--- src/rtl/core/assert_macros.svh ---
// Assertion macros shared by the framebuffer blit RTL.
// Assertions compile only when SYNTHESIS is not defined; no other dependencies.
`ifndef ASSERT_MACROS_SVH
`define ASSERT_MACROS_SVH
`ifndef SYNTHESIS
`define FBRB_ASSERT_IMP(label, clk, rst_n, ante, cons) \
    label: assert property (@(posedge clk) disable iff (!(rst_n)) (ante) |-> (cons)) \
        else $error("same-cycle implication failed");
`define FBRB_ASSERT_NXT(label, clk, rst_n, ante, cons) \
    label: assert property (@(posedge clk) disable iff (!(rst_n)) (ante) |=> (cons)) \
        else $error("next-cycle implication failed");
`else
`define FBRB_ASSERT_IMP(label, clk, rst_n, ante, cons)
`define FBRB_ASSERT_NXT(label, clk, rst_n, ante, cons)
`endif
`endif

--- src/rtl/core/fbrb_pkg.sv ---
// Shared types and constants for the framebuffer rectangle blit.
// No dependencies; fbrb_chk, fbrb_ctrl and the top use it by scoped names.
package fbrb_pkg;

    localparam int SCREEN_WIDTH  = 400;
    localparam int SCREEN_HEIGHT = 300;
    localparam int FB_WORDS      = SCREEN_WIDTH * SCREEN_HEIGHT;
    localparam int FB_AW         = $clog2(FB_WORDS);
    localparam int ADDR_W        = 17;
    localparam int WORD_W        = 32;

    localparam logic [WORD_W-1:0] RAM_LOW_RST  = 32'h8000_0000;
    localparam logic [WORD_W-1:0] RAM_HIGH_RST = 32'h87FF_FFFF;

    localparam logic [1:0] CTL_SCREEN = 2'd0;
    localparam logic [1:0] CTL_SYNC   = 2'd1;

    localparam logic CFG_RAM_LOW  = 1'b0;
    localparam logic CFG_RAM_HIGH = 1'b1;

    typedef enum logic [2:0] {
        CMD_DESC_WRITE = 3'd0,
        CMD_BLIT_START = 3'd1,
        CMD_PIXEL      = 3'd2,
        CMD_FB_WRITE   = 3'd3,
        CMD_FB_READ    = 3'd4,
        CMD_CTL_READ   = 3'd5,
        CMD_REFRESH    = 3'd6
    } t_cmd;

    typedef enum logic [2:0] {
        ST_OK         = 3'd0,
        ST_OFF_SCREEN = 3'd1,
        ST_SRC_RAM    = 3'd2,
        ST_PIXEL_IDLE = 3'd3,
        ST_BUSY       = 3'd4,
        ST_BAD_ADDR   = 3'd5
    } t_status;

    // Verdict of the start check unit.
    typedef struct packed {
        logic              off_screen;
        logic              empty;
        logic              src_bad;
        logic [FB_AW-1:0]  row_base;
        logic [ADDR_W-1:0] count;
    } t_chk_res;

endpackage

--- src/rtl/core/fbrb_ctrl.sv ---
// Command sequencer: framebuffer clearing sweep, descriptor and blit state,
// memory access and the result word register. Depends on fbrb_pkg.
module fbrb_ctrl (
    input  logic                         i_clk,
    input  logic                         i_rst_n,
    input  logic                         i_in_valid,
    output logic                         o_in_stall,
    input  logic [2:0]                   i_command,
    input  logic [1:0]                   i_reg_index,
    input  logic [fbrb_pkg::WORD_W-1:0]  i_data,
    input  logic [fbrb_pkg::ADDR_W-1:0]  i_address,
    output logic                         o_out_valid,
    input  logic                         i_out_stall,
    output logic [fbrb_pkg::WORD_W-1:0]  o_read_data,
    output logic [2:0]                   o_status,
    output logic                         o_busy_res,
    output logic                         o_blit_done,
    output logic                         o_present,
    output logic                         o_fetch_valid,
    output logic [fbrb_pkg::WORD_W-1:0]  o_fetch_address,
    output logic [fbrb_pkg::ADDR_W-1:0]  o_fetch_count,
    output logic                         o_ram_we,
    output logic [fbrb_pkg::FB_AW-1:0]   o_ram_addr,
    output logic [fbrb_pkg::WORD_W-1:0]  o_ram_wdata,
    input  logic [fbrb_pkg::WORD_W-1:0]  i_ram_rdata,
    output logic                         o_chk_go,
    output logic [fbrb_pkg::WORD_W-1:0]  o_chk_src,
    output logic [fbrb_pkg::WORD_W-1:0]  o_chk_xy,
    output logic [fbrb_pkg::WORD_W-1:0]  o_chk_wh,
    input  logic                         i_chk_done,
    input  fbrb_pkg::t_chk_res           i_chk_res
);

    localparam int AW = fbrb_pkg::FB_AW;
    localparam int WW = fbrb_pkg::WORD_W;

    typedef enum logic [1:0] {S_CLEAR, S_IDLE, S_CHECK, S_READ} t_state;

    t_state              r_state, n_state;
    logic [AW-1:0]       r_clr_cnt, n_clr_cnt;
    logic [WW-1:0]       r_desc [4];
    logic [WW-1:0]       n_desc [4];
    logic [WW-1:0]       r_sync, n_sync;
    logic                r_active, n_active;
    logic [15:0]         r_col, n_col;
    logic [15:0]         r_row, n_row;
    logic [AW-1:0]       r_row_base, n_row_base;

    logic                r_out_valid, n_out_valid;
    logic [WW-1:0]       r_out_read, n_out_read;
    logic [2:0]          r_out_status, n_out_status;
    logic                r_out_busy, n_out_busy;
    logic                r_out_done, n_out_done;
    logic                r_out_present, n_out_present;
    logic                r_out_fv, n_out_fv;
    logic [WW-1:0]       r_out_fa, n_out_fa;
    logic [fbrb_pkg::ADDR_W-1:0] r_out_fc, n_out_fc;

    logic                in_ready;
    logic                accept;
    logic                addr_ok;
    logic [AW:0]         pix_idx;
    logic [15:0]         col_inc;
    logic [15:0]         row_inc;

    logic                      load_out;
    logic [WW-1:0]             res_read;
    fbrb_pkg::t_status         res_status;
    logic                      res_done;
    logic                      res_present;
    logic                      res_fv;
    logic [WW-1:0]             res_fa;
    logic [fbrb_pkg::ADDR_W-1:0] res_fc;

    // A new word is taken only when the result register is empty or drains now.
    assign in_ready   = (r_state == S_IDLE) && (!r_out_valid || !i_out_stall);
    assign o_in_stall = !in_ready;
    assign accept     = i_in_valid && in_ready;

    assign addr_ok = 32'(i_address) < 32'(fbrb_pkg::FB_WORDS);
    assign pix_idx = {1'b0, r_row_base} + (AW + 1)'(r_col);
    assign col_inc = r_col + 16'd1;
    assign row_inc = r_row + 16'd1;

    assign o_chk_src = r_desc[0];
    assign o_chk_xy  = r_desc[1];
    assign o_chk_wh  = r_desc[2];

    always_comb begin
        n_state      = r_state;
        n_clr_cnt    = r_clr_cnt;
        n_desc       = r_desc;
        n_sync       = r_sync;
        n_active     = r_active;
        n_col        = r_col;
        n_row        = r_row;
        n_row_base   = r_row_base;

        n_out_valid   = r_out_valid && i_out_stall;
        n_out_read    = r_out_read;
        n_out_status  = r_out_status;
        n_out_busy    = r_out_busy;
        n_out_done    = r_out_done;
        n_out_present = r_out_present;
        n_out_fv      = r_out_fv;
        n_out_fa      = r_out_fa;
        n_out_fc      = r_out_fc;

        o_ram_we    = 1'b0;
        o_ram_addr  = AW'(i_address);
        o_ram_wdata = i_data;
        o_chk_go    = 1'b0;

        load_out    = 1'b0;
        res_read    = '0;
        res_status  = fbrb_pkg::ST_OK;
        res_done    = 1'b0;
        res_present = 1'b0;
        res_fv      = 1'b0;
        res_fa      = '0;
        res_fc      = '0;

        unique case (r_state)
            S_CLEAR: begin
                o_ram_we    = 1'b1;
                o_ram_addr  = r_clr_cnt;
                o_ram_wdata = '0;
                n_clr_cnt   = r_clr_cnt + AW'(1);
                if (r_clr_cnt == AW'(fbrb_pkg::FB_WORDS - 1)) begin
                    n_state = S_IDLE;
                end
            end
            S_IDLE: begin
                if (accept) begin
                    load_out = 1'b1;
                    case (fbrb_pkg::t_cmd'(i_command))
                        fbrb_pkg::CMD_DESC_WRITE: begin
                            if (r_active) begin
                                res_status = fbrb_pkg::ST_BUSY;
                            end else begin
                                n_desc[i_reg_index] = i_data;
                            end
                        end
                        fbrb_pkg::CMD_BLIT_START: begin
                            if (r_active) begin
                                res_status = fbrb_pkg::ST_BUSY;
                            end else begin
                                load_out = 1'b0;
                                o_chk_go = 1'b1;
                                n_state  = S_CHECK;
                            end
                        end
                        fbrb_pkg::CMD_PIXEL: begin
                            if (!r_active) begin
                                res_status = fbrb_pkg::ST_PIXEL_IDLE;
                            end else begin
                                o_ram_addr = pix_idx[AW-1:0];
                                o_ram_we   = pix_idx < (AW + 1)'(fbrb_pkg::FB_WORDS);
                                n_col      = col_inc;
                                if (col_inc >= r_desc[2][15:0]) begin
                                    n_col      = '0;
                                    n_row      = row_inc;
                                    n_row_base = r_row_base + AW'(fbrb_pkg::SCREEN_WIDTH);
                                    if (row_inc >= r_desc[2][31:16]) begin
                                        n_active = 1'b0;
                                        n_sync   = r_desc[3];
                                        res_done = 1'b1;
                                    end
                                end
                            end
                        end
                        fbrb_pkg::CMD_FB_WRITE: begin
                            if (addr_ok) begin
                                o_ram_we = 1'b1;
                            end else begin
                                res_status = fbrb_pkg::ST_BAD_ADDR;
                            end
                        end
                        fbrb_pkg::CMD_FB_READ: begin
                            if (addr_ok) begin
                                load_out = 1'b0;
                                n_state  = S_READ;
                            end else begin
                                res_status = fbrb_pkg::ST_BAD_ADDR;
                            end
                        end
                        fbrb_pkg::CMD_CTL_READ: begin
                            if (i_reg_index == fbrb_pkg::CTL_SCREEN) begin
                                res_read = {16'(fbrb_pkg::SCREEN_WIDTH),
                                            16'(fbrb_pkg::SCREEN_HEIGHT)};
                            end else if (i_reg_index == fbrb_pkg::CTL_SYNC) begin
                                res_read = r_sync;
                            end else begin
                                res_status = fbrb_pkg::ST_BAD_ADDR;
                            end
                        end
                        fbrb_pkg::CMD_REFRESH: begin
                            if (r_sync != '0) begin
                                res_present = 1'b1;
                                n_sync      = '0;
                            end
                        end
                        default: begin
                        end
                    endcase
                end
            end
            S_CHECK: begin
                if (i_chk_done) begin
                    load_out = 1'b1;
                    n_state  = S_IDLE;
                    if (i_chk_res.off_screen) begin
                        res_status = fbrb_pkg::ST_OFF_SCREEN;
                    end else if (i_chk_res.empty) begin
                        n_sync   = r_desc[3];
                        res_done = 1'b1;
                    end else if (i_chk_res.src_bad) begin
                        res_status = fbrb_pkg::ST_SRC_RAM;
                    end else begin
                        n_active   = 1'b1;
                        n_col      = '0;
                        n_row      = '0;
                        n_row_base = i_chk_res.row_base;
                        res_fv     = 1'b1;
                        res_fa     = r_desc[0];
                        res_fc     = i_chk_res.count;
                    end
                end
            end
            S_READ: begin
                load_out = 1'b1;
                res_read = i_ram_rdata;
                n_state  = S_IDLE;
            end
            default: begin
                n_state = S_IDLE;
            end
        endcase

        if (load_out) begin
            n_out_valid   = 1'b1;
            n_out_read    = res_read;
            n_out_status  = res_status;
            n_out_busy    = n_active;
            n_out_done    = res_done;
            n_out_present = res_present;
            n_out_fv      = res_fv;
            n_out_fa      = res_fa;
            n_out_fc      = res_fc;
        end
    end

    always_ff @(posedge i_clk) begin
        if (!i_rst_n) begin
            r_state     <= S_CLEAR;
            r_clr_cnt   <= '0;
            r_desc      <= '{default: '0};
            r_sync      <= '0;
            r_active    <= 1'b0;
            r_col       <= '0;
            r_row       <= '0;
            r_row_base  <= '0;
            r_out_valid <= 1'b0;
        end else begin
            r_state     <= n_state;
            r_clr_cnt   <= n_clr_cnt;
            r_desc      <= n_desc;
            r_sync      <= n_sync;
            r_active    <= n_active;
            r_col       <= n_col;
            r_row       <= n_row;
            r_row_base  <= n_row_base;
            r_out_valid <= n_out_valid;
        end
        r_out_read    <= n_out_read;
        r_out_status  <= n_out_status;
        r_out_busy    <= n_out_busy;
        r_out_done    <= n_out_done;
        r_out_present <= n_out_present;
        r_out_fv      <= n_out_fv;
        r_out_fa      <= n_out_fa;
        r_out_fc      <= n_out_fc;
    end

    assign o_out_valid     = r_out_valid;
    assign o_read_data     = r_out_read;
    assign o_status        = r_out_status;
    assign o_busy_res      = r_out_busy;
    assign o_blit_done     = r_out_done;
    assign o_present       = r_out_present;
    assign o_fetch_valid   = r_out_fv;
    assign o_fetch_address = r_out_fa;
    assign o_fetch_count   = r_out_fc;

endmodule

--- config.mk ---
export PLATFORM = sky130hd
export DESIGN_NAME = fbrb_ctrl
export DESIGN_NICKNAME = d
export VERILOG_FILES = /design/src/rtl/core/assert_macros.svh /design/src/rtl/core/fbrb_pkg.sv /design/src/rtl/core/fbrb_ctrl.sv
export SDC_FILE = /design/constraint.sdc
export NUM_CORES = 1
export LEC_CHECK = 0
export BUFFER_PORTS_ARGS = -buffer_cell sky130_fd_sc_hd__buf_2
export CAP_MARGIN = 15
export CORE_UTILIZATION = 53
export CTS_CLUSTER_SIZE = 40
export DETAILED_ROUTE_END_ITERATION = 12
export PLACE_DENSITY = 0.84
export SETUP_SLACK_MARGIN = 0.3
export SLEW_MARGIN = 20
export SYNTH_ARGS = -nofsm -noshare
export SYNTH_HDL_FRONTEND = slang
export SYNTH_SLANG_ARGS = --single-unit
--- constraint.sdc ---
create_clock -name i_clk -period 18.9 [get_ports i_clk]
set_input_delay 2.835 -clock i_clk [delete_from_list [all_inputs] [get_ports i_clk]]
set_output_delay 2.835 -clock i_clk [all_outputs]
set_load 0.01 [all_outputs]
==> results.toml, run 1 <==
[outcome]
status = "completed"

[yosys]
ys_ff_latch = 318
synthTopCellsByCount = "nand2_1 (344), dfxtp_1 (230), a21oi_1 (198)"
synth_ff_type = "dfxtp_1"
ys_warn_count = 0
netlist_area_um2 = 16200
yosysUniqueCellTypes = 84
synth.area.top_cells = "dfxtp_1 (28%), edfxtp_1 (16%), nand2_1 (8.0%)"
syn-mean-instance-area_um2 = 8.96
synth.most_common_cell = "nand2_1"
synth_edf_count = 88
syn_nets = 1998
yosysTopAreaCellShare_pct = 28.4
synth_cells = 1812
synthArstFlopShare_pct = 0
ys_seq_area_share_pct = 44.6
yosysTopAreaCell = "dfxtp_1"

[power_and_ir_drop]
fin_total_pwr_uw = 1900
total_leakage_power_uw = 0.00756
p_int_uw = 1260
pwr-share-seq_pct = 40.0
power_frac_comb_pct = 26.6
switching_share_pct = 33.7
clkPwrFrac_pct = 33.3
p_sw_uw = 640
ir_worst_vdd_v = 0.0000706
powerDensity_nw_per_um2 = 102

[finish]
drive_gt1_share_pct = 24.6
area_growth_syn_to_layout_pct = 14.5
fin_nets = 2213
antenna_cells = 0
fill_cells = 2543

[place]
port_buffers = 364
hpwl_um = 34400
place_congestion = 0.940

[sta]
rsz0062_at_grt = "no"
maxSlewViolCount = 0
fmax_mhz = 131
slew_headroom_pct = 23.8
whs_ps = 450
hold_viol = 0
fin_setup_tns_ps = 0
period_share_pct = 40.2
fin_skew_ps = 19.5
max_slew.worst_pin.slew_ps = 1140
setup_viol = 0
period_minus_slack_ps = 7610

[clocking]
h-tree-depth = 2
clkTransAtPathRegs_ps = 60
cts_resized = 0
hold_buffers = 0
cts.path.max_buffers = 3
clkLatencyLatePin_ps = 520
cts_buffers = 35
cts_tree = "done"
clock_sinks = 318
post_cts_buffers = 0
root_buffer = "clkbuf_16"

[hold_path]
min_path_type = "reg2reg"

[detailed_routing]
firstDrtPassIters = 7
vias = 14100
drt_iter0_markers = 1049
wl_um = 47700
drtAntennaViolNets = 0
via_per_inst = 5.77
wl_per_cell_um = 19.5
post-route-drc-count = 0

[floorplanning]
num_rows = 63
initial_core_util_pct = 54.3
die-area_um2 = 31300
pin_count = 365
die_h_um = 177
core_area_um2 = 29900
fp.dieW_um = 177

[worst_setup_path]
cp-start-kind = "input port"
critPathArrivalTime_ps = 4770
crit_fanout = 20
path_buf_inv = 2
crit_path_top_delay_cell = "nand3_1"
worst_path_most_repeated_cell = "buf_2"
crit_family = "simple AND/OR/NAND/NOR gates"
crit_path_end_kind = "output pin"
crit_chain = "buf_2 > and2b_1 > nand3_1 > a21o_1 > a22oi_1 > o21ai_0 > buf_2"
critical_path_class = "in2out"
max_stage_delay_ps = 550
critPathRequiredTime_ps = 16070

[global_route]
antenna_found_initial = 0
grt_use_total_pct = 29.3
grt_pass1_wl_um = 71600
grt_max_degree = 99
grt_pass1_vias = 13300
overflow = 0

[run]
cap_violations = 0
routing by layer:
layer,vias up,share of wire (%),track usage [%]
li1,6647,-,-
met1,6722,42,37.5
met2,609,49,50.3
met3,103,6.2,3.35
met4,0,3.3,11.5
met5,-,0,0
registers in the layout, summed over array words and instances, names as in the netlist, 2 cells and up:
signal           count
o_chk_src           32
o_chk_wh            32
o_chk_xy            32
o_fetch_address     32
o_read_data         32
r_desc              32
r_sync              32
o_fetch_count       17
r_clr_cnt           17
r_row_base          17
r_col               16
r_row               16
o_status             3
r_state              2
power groups by stage:
stage	clock, uW	sequential, uW	combinational (uW)
5_1_grt	667	764	550
4_1_cts	640	761	503
3_3_place_gp	0	774	492
3_5_place_dp	0	776	502
2_1_floorplan	0	785	328
6_report	633	761	507
logic make-up (layout without fill, tap and decap cells):
logic type / Yosys count / after routing / share of synthesized area, %
flip-flops: 318 / 318 / 44.6
XOR/XNOR: 48 / 48 / 2.64
AO/OA/AOI/OAI: 422 / 422 / 18.3
adder cells (fa/ha/maj): 58 / 58 / 4.52
buffers and inverters: 255 / 494 / 8.52
multiplexers: 17 / 17 / 1.06
AND/OR/NAND/NOR: 694 / 694 / 20.3
cell type report:
type / count / area (um^2) / share of cell area (%)
Multi-Input combinational cell: 1239 / 7640 / 41.1
Sequential cell: 318 / 7250 / 39.0
Timing Repair Buffer: 379 / 1930 / 10.4
Clock buffer: 48 / 958 / 5.16
Tap cell: 390 / 488 / 2.63
Inverter: 54 / 208 / 1.12
Clock inverter: 13 / 106 / 0.572
metrics by stage:
step	area, um^2	setup slack (ps)	std cells	utilization [%]
floorplan	16200	10540	1812	-
global placement	17500	11420	2380	58.6
detailed placement	17500	11360	2380	58.6
CTS	18600	11360	2441	62.2
global route	18600	11220	2441	62.2
finish	18600	11290	2441	62.2
worst paths after layout:
path	to	from	slack, ps	cells past startpoint
setup / recovery	o_ram_addr[16]	i_command[0]	11290	7
setup reg to reg	r_sync[24]	r_row[0]	14800	15
hold reg to reg	o_chk_xy[6]	o_chk_xy[6]	450	2
hold / removal	o_chk_xy[6]	o_chk_xy[6]	450	2
layout by cell type (no fill, tap or decap), drive strengths merged, types with 3 or more instances in the layout:
cell / n
buf: 379
nand2: 344
dfxtp: 230
a21oi: 200
edfxtp: 88
nor2: 71
nand3: 67
and2: 61
ha: 57
inv: 55
clkbuf: 48
nor2b: 47
a22o: 40
o21ai: 35
o2bb2ai: 32
xor2: 28
and3: 26
a22oi: 21
xnor2: 20
nand2b: 16
mux2i: 16
a21o: 15
nor3: 15
o211ai: 11
nor4: 11
clkinv: 10
or2: 9
nand4: 9
a211oi: 9
a31oi: 9
a221o: 7
o31ai: 6
or3: 5
o21a: 5
o22ai: 4
o221a: 4
o2111ai: 3
o41ai: 3
a221oi: 3
tightest hold or removal path, stage by stage (launching register included):
cell	delay, ps
dfxtp_1	300
nand2_1	50
a21oi_1	50
Power figures use the tool's default switching activity.
==> run 2: changes to the inputs <==
- CORE_UTILIZATION: 53 -> 50
- clock period: 18.9 -> 6.4 ns (I/O delays scaled with it)
==> run 2 against run 1 <==
- final area is 0.69% higher
- critical path depth increased by 5
- flip-flop and latch count unchanged
- die area grew 5.9%
- count of clock-buffer cells in the layout is 2 lower
- cell count is 0.49% higher
- power rose to 3.1 times the previous value
- routed wire length up 0.14%
==> results.toml, run 2 (synthesis results as in run 1) <==
[clocking]
cts.path.max_buffers = 3
post_cts_buffers = 0
clkTransAtPathRegs_ps = 60
h-tree-depth = 2
root_buffer = "clkbuf_16"
cts_buffers = 35
cts_tree = "done"
cts_resized = 0
clkLatencyLatePin_ps = 520
hold_buffers = 0
clock_sinks = 318

[floorplanning]
fp.dieW_um = 182
initial_core_util_pct = 51.2
pin_count = 365
die_h_um = 182
die-area_um2 = 33200
num_rows = 65
core_area_um2 = 31700

[worst_setup_path]
crit_fanout = 5
cp-start-kind = "flop"
critical_path_class = "reg2out"
crit_path_end_kind = "output pin"
critPathArrivalTime_ps = 3470
critPathRequiredTime_ps = 5440

[detailed_routing]
drtAntennaViolNets = 0
post-route-drc-count = 0
wl_per_cell_um = 19.5
wl_um = 47800
via_per_inst = 5.73
drt_iter0_markers = 1071
vias = 14100
firstDrtPassIters = 5

[place]
hpwl_um = 34600
place_congestion = 0.943
preCtsSetupSlack_ps = 2390
port_buffers = 364
postPlaceCellArea_um2 = 17500

[finish]
final_area_um2 = 18700
final_cell_mix = "buf_2 (364), nand2_1 (342), dfxtp_1 (230), a21oi_1 (196), edfxtp_1 (88)"
area_growth_syn_to_layout_pct = 15.3
fill_cells = 2715
drive_gt1_share_pct = 25.0
fin_nets = 2211
antenna_cells = 0
layout_commonest_cell = "buf_2"

[global_route]
overflow = 0
grt_pass1_wl_um = 72200
antenna_found_initial = 0
grt_pass1_vias = 13100
grt_use_total_pct = 27.8
grt_max_degree = 117

[sta]
hold_viol = 0
worst_slack_ps = 1970
period_share_pct = 69.2
rsz0062_at_grt = "no"
fmax_mhz = 226
maxSlewViolCount = 0
setup_viol = 0
fin_setup_tns_ps = 0
fin_skew_ps = 11.4
slew_headroom_pct = 25.4
period_minus_slack_ps = 4430
max_slew.worst_pin.slew_ps = 1120

[power_and_ir_drop]
p_int_uw = 3910
total_leakage_power_uw = 0.00762
power_frac_comb_pct = 25.9
switching_share_pct = 33.1
powerDensity_nw_per_um2 = 312
clkPwrFrac_pct = 35.6
p_sw_uw = 1930
pwr-share-seq_pct = 38.5
ir_worst_vdd_v = 0.000245

[outcome]
status = "completed"

[hold_path]
min_path_type = "reg2reg"

[run]
cap_violations = 0
## run 2: final cells by class
cell class	instances	area, um^2	share of cell area [%]
multi-input cells	1239	7650	40.9
flip-flops and latches	318	7250	38.7
repair buffers	377	1920	10.3
clock buffers	46	967	5.17
well taps	402	503	2.69
clock inverters	17	219	1.17
inverters	54	208	1.11
## run 2: path summary, 6_finish.rpt
kind | depth (start not counted) | slack [ps] | to | start
worst max-delay path | 12 | 1970 | o_ram_we | r_col[0]
worst min-delay path | 2 | 450 | o_chk_xy[16] | o_chk_xy[16]
worst max register to register | 15 | 2400 | r_sync[26] | r_row[0]
worst min register to register | 2 | 450 | o_chk_xy[16] | o_chk_xy[16]
## run 2: power by group through the flow
| stage | logic (uW) | registers, uW | clock network (uW) |
|---|---|---|---|
| 2_1_floorplan | 971 | 2310 | 0 |
| 3_3_place_gp | 1450 | 2290 | 0 |
| 3_5_place_dp | 1490 | 2290 | 0 |
| 4_1_cts | 1500 | 2250 | 2110 |
| 5_1_grt | 1630 | 2260 | 2200 |
| 6_report | 1510 | 2250 | 2080 |
## run 2: metal layers
layer	global-route usage, %	wire, um	vias up
li1	-	-	6647
met1	34.9	19600	6714
met2	46.7	22800	572
met3	5.13	3350	124
met4	12.5	2120	0
met5	0	0	-
## run 2: critical path, cell delays in order, from the launching register on
cell and delay [ps]:
dfxtp_1 420, ha_1 240, inv_1 70, fa_1 400, nor2b_1 260, o31a_1 250, a2111oi_2 120, o41ai_1 340
a21oi_1 130, xor2_1 180, nor4b_1 300, a21oi_1 100, buf_2 140
## run 2: through the flow
stage | hold slack [ps] | power, uW | instances | utilization [%]
6_report | 451 | 5840 | 2453 | 59.0
5_1_grt | 472 | 6100 | 2453 | 59.0
4_1_cts | 451 | 5850 | 2453 | 59.0
3_5_place_dp | 443 | 3780 | 2390 | 55.2
3_3_place_gp | 437 | 3740 | 2390 | 55.2
2_1_floorplan | 432 | 3280 | 1812 | -
==> run 3: changes to the inputs <==
- clock period: 6.4 -> 3.6 ns (I/O delays scaled with it)
==> run 3 against run 2 <==
- the run now ends with negative setup slack left
- combinational power is 110% higher
- die area unchanged
- clock skew about the same
- flip-flop and latch count unchanged
==> results.toml, run 3 (synthesis results as in run 1) <==
[clocking]
root_buffer = "clkbuf_16"
clkLatencyLatePin_ps = 530
clkTransAtPathRegs_ps = 60
h-tree-depth = 2
clock_sinks = 318
cts_buffers = 34
cts_tree = "done"
hold_buffers = 0
cts.path.max_buffers = 3

[detailed_routing]
wl_per_cell_um = 21.2
post-route-drc-count = 0
via_per_inst = 5.91
vias = 14900
drtAntennaViolNets = 0
firstDrtPassIters = 5
wl_um = 53300
drt_iter0_markers = 1214

[floorplanning]
num_rows = 65
pin_count = 365
die_h_um = 182
die-area_um2 = 33200
initial_core_util_pct = 51.2
core_area_um2 = 31700
fp.dieW_um = 182

[power_and_ir_drop]
total_leakage_power_uw = 0.00803
ir_worst_vdd_v = 0.000292
powerDensity_nw_per_um2 = 547
fin_total_pwr_uw = 10900

[sta]
worst_slack_ps = -91.0
fin_skew_ps = 11.9
period_minus_slack_ps = 3690
whs_ps = 259
setup_viol = 2
maxSlewViolCount = 0
period_share_pct = 103
fmax_mhz = 271
max_slew.worst_pin.slew_ps = 796
hold_viol = 0
slew_headroom_pct = 46.9
rsz0062_at_grt = "yes"

[worst_setup_path]
cp-start-kind = "flop"
crit_fanout = 3
crit_path_end_kind = "output pin"
crit_path_top_delay_cell = "fa_2"
max_stage_delay_ps = 370
critical_path_class = "reg2out"
worst_path_most_repeated_cell = "a21oi_1"
critPathArrivalTime_ps = 3150
crit_chain = "ha_4 > inv_2 > fa_2 > nor2b_2 > o31a_1 > a2111oi_4 > o41ai_1 > a21oi_1 > xor2_1 > nor4b_2 > a21oi_1 > buf_2"
critPathRequiredTime_ps = 3060

[outcome]
violations = "negative setup slack"
status = "finished, violations left"

[finish]
layout_commonest_cell = "buf_2"
final_cell_mix = "buf_2 (364), nand2_1 (342), dfxtp_1 (213), a21oi_1 (189), edfxtp_1 (88)"
drive_gt1_share_pct = 30.8
area_growth_syn_to_layout_pct = 22.5
fin_nets = 2275

[global_route]
antenna_found_initial = 2
overflow = 0
grt_pass1_vias = 14000
grt_pass1_wl_um = 77700
grt_max_degree = 127
grt_use_total_pct = 30.0

[place]
place_congestion = 0.962
port_buffers = 364
hpwl_um = 35600

[run]
cap_violations = 0

[hold_path]
min_path_type = "in2reg"
==> run 3: changes by cell type in the layout (fill, tap and decap cells not counted), moves of 10 or more <==
| cell | delta |
|---|---|
| buf_4 | +41 |
| dfxtp_1 | -17 |
| and3_4 | +13 |
| dfxtp_2 | +12 |
| ha_1 | -12 |
| buf_6 | +10 |
==> run 3: what timing repair did <==
item / CTS / global route
resized for setup: 91 / 47
gates cloned: 5 / 5
setup endpoints to repair: 85 / 92
setup buffers: 23 / 15
pin swaps: 47 / 32
==> run 3: power breakdown <==
part	leakage [uW]	total, uW	switching, uW	internal (uW)
logic	0.00477	3210	2020	1190
registers	0.00270	4010	122	3880
clock network	0.000559	3670	1490	2180
==> run 3: area by class of cell <==
class                   count  area [um^2]
flip-flops and latches    318         7280
well taps                 402          503
multi-input cells        1243         8160
repair buffers            438         2570
fillers                  2517        11800
clock buffers              46          916
diodes                      2         5.00
clock inverters            16          248
inverters                  54          208
==> run 3: per-layer routing <==
metal / up-vias / track usage (%) / wire length (um)
met2: 784 / 51.5 / 25700
met5: - / 0 / 0
li1: 6803 / - / -
met4: 0 / 13.8 / 2520
met1: 7106 / 36.2 / 20700
met3: 184 / 6.11 / 4430
==> run 3: path summary, 6_finish.rpt <==
kind                 start           end  slack [ps]  depth (start not counted)
min            i_out_stall   o_out_valid         260                          3
max reg2reg       r_col[0]      r_row[2]         100                         17
max          r_row_base[0]      o_ram_we         -90                         12
min reg2reg   o_chk_xy[31]  o_chk_xy[31]         450                          2
==> run 3: worst max-delay path, delay by kind of cell, from the launching register on <==
kind	cells	cell delay [ps]
adder cells (fa/ha/maj)	2	520
XOR/XNOR	1	300
buffers and inverters	2	200
flip-flops	1	360
AO/OA/AOI/OAI	5	1020
AND/OR/NAND/NOR	2	240
==> run 3: stage by stage <==
step / utilization [%] / std cells / setup WS [ps] / cell area [um^2] / TNS [ps]
2_1_floorplan: - / 1812 / 309 / 16300 / 0
3_3_place_gp: 55.8 / 2407 / 100 / 17700 / 0
3_5_place_dp: 55.8 / 2407 / -92.3 / 17700 / -866
4_1_cts: 61.3 / 2497 / -23.5 / 19500 / -23.5
5_1_grt: 62.7 / 2519 / -189 / 19900 / -402
6_report: 62.7 / 2519 / -91.0 / 19900 / -151
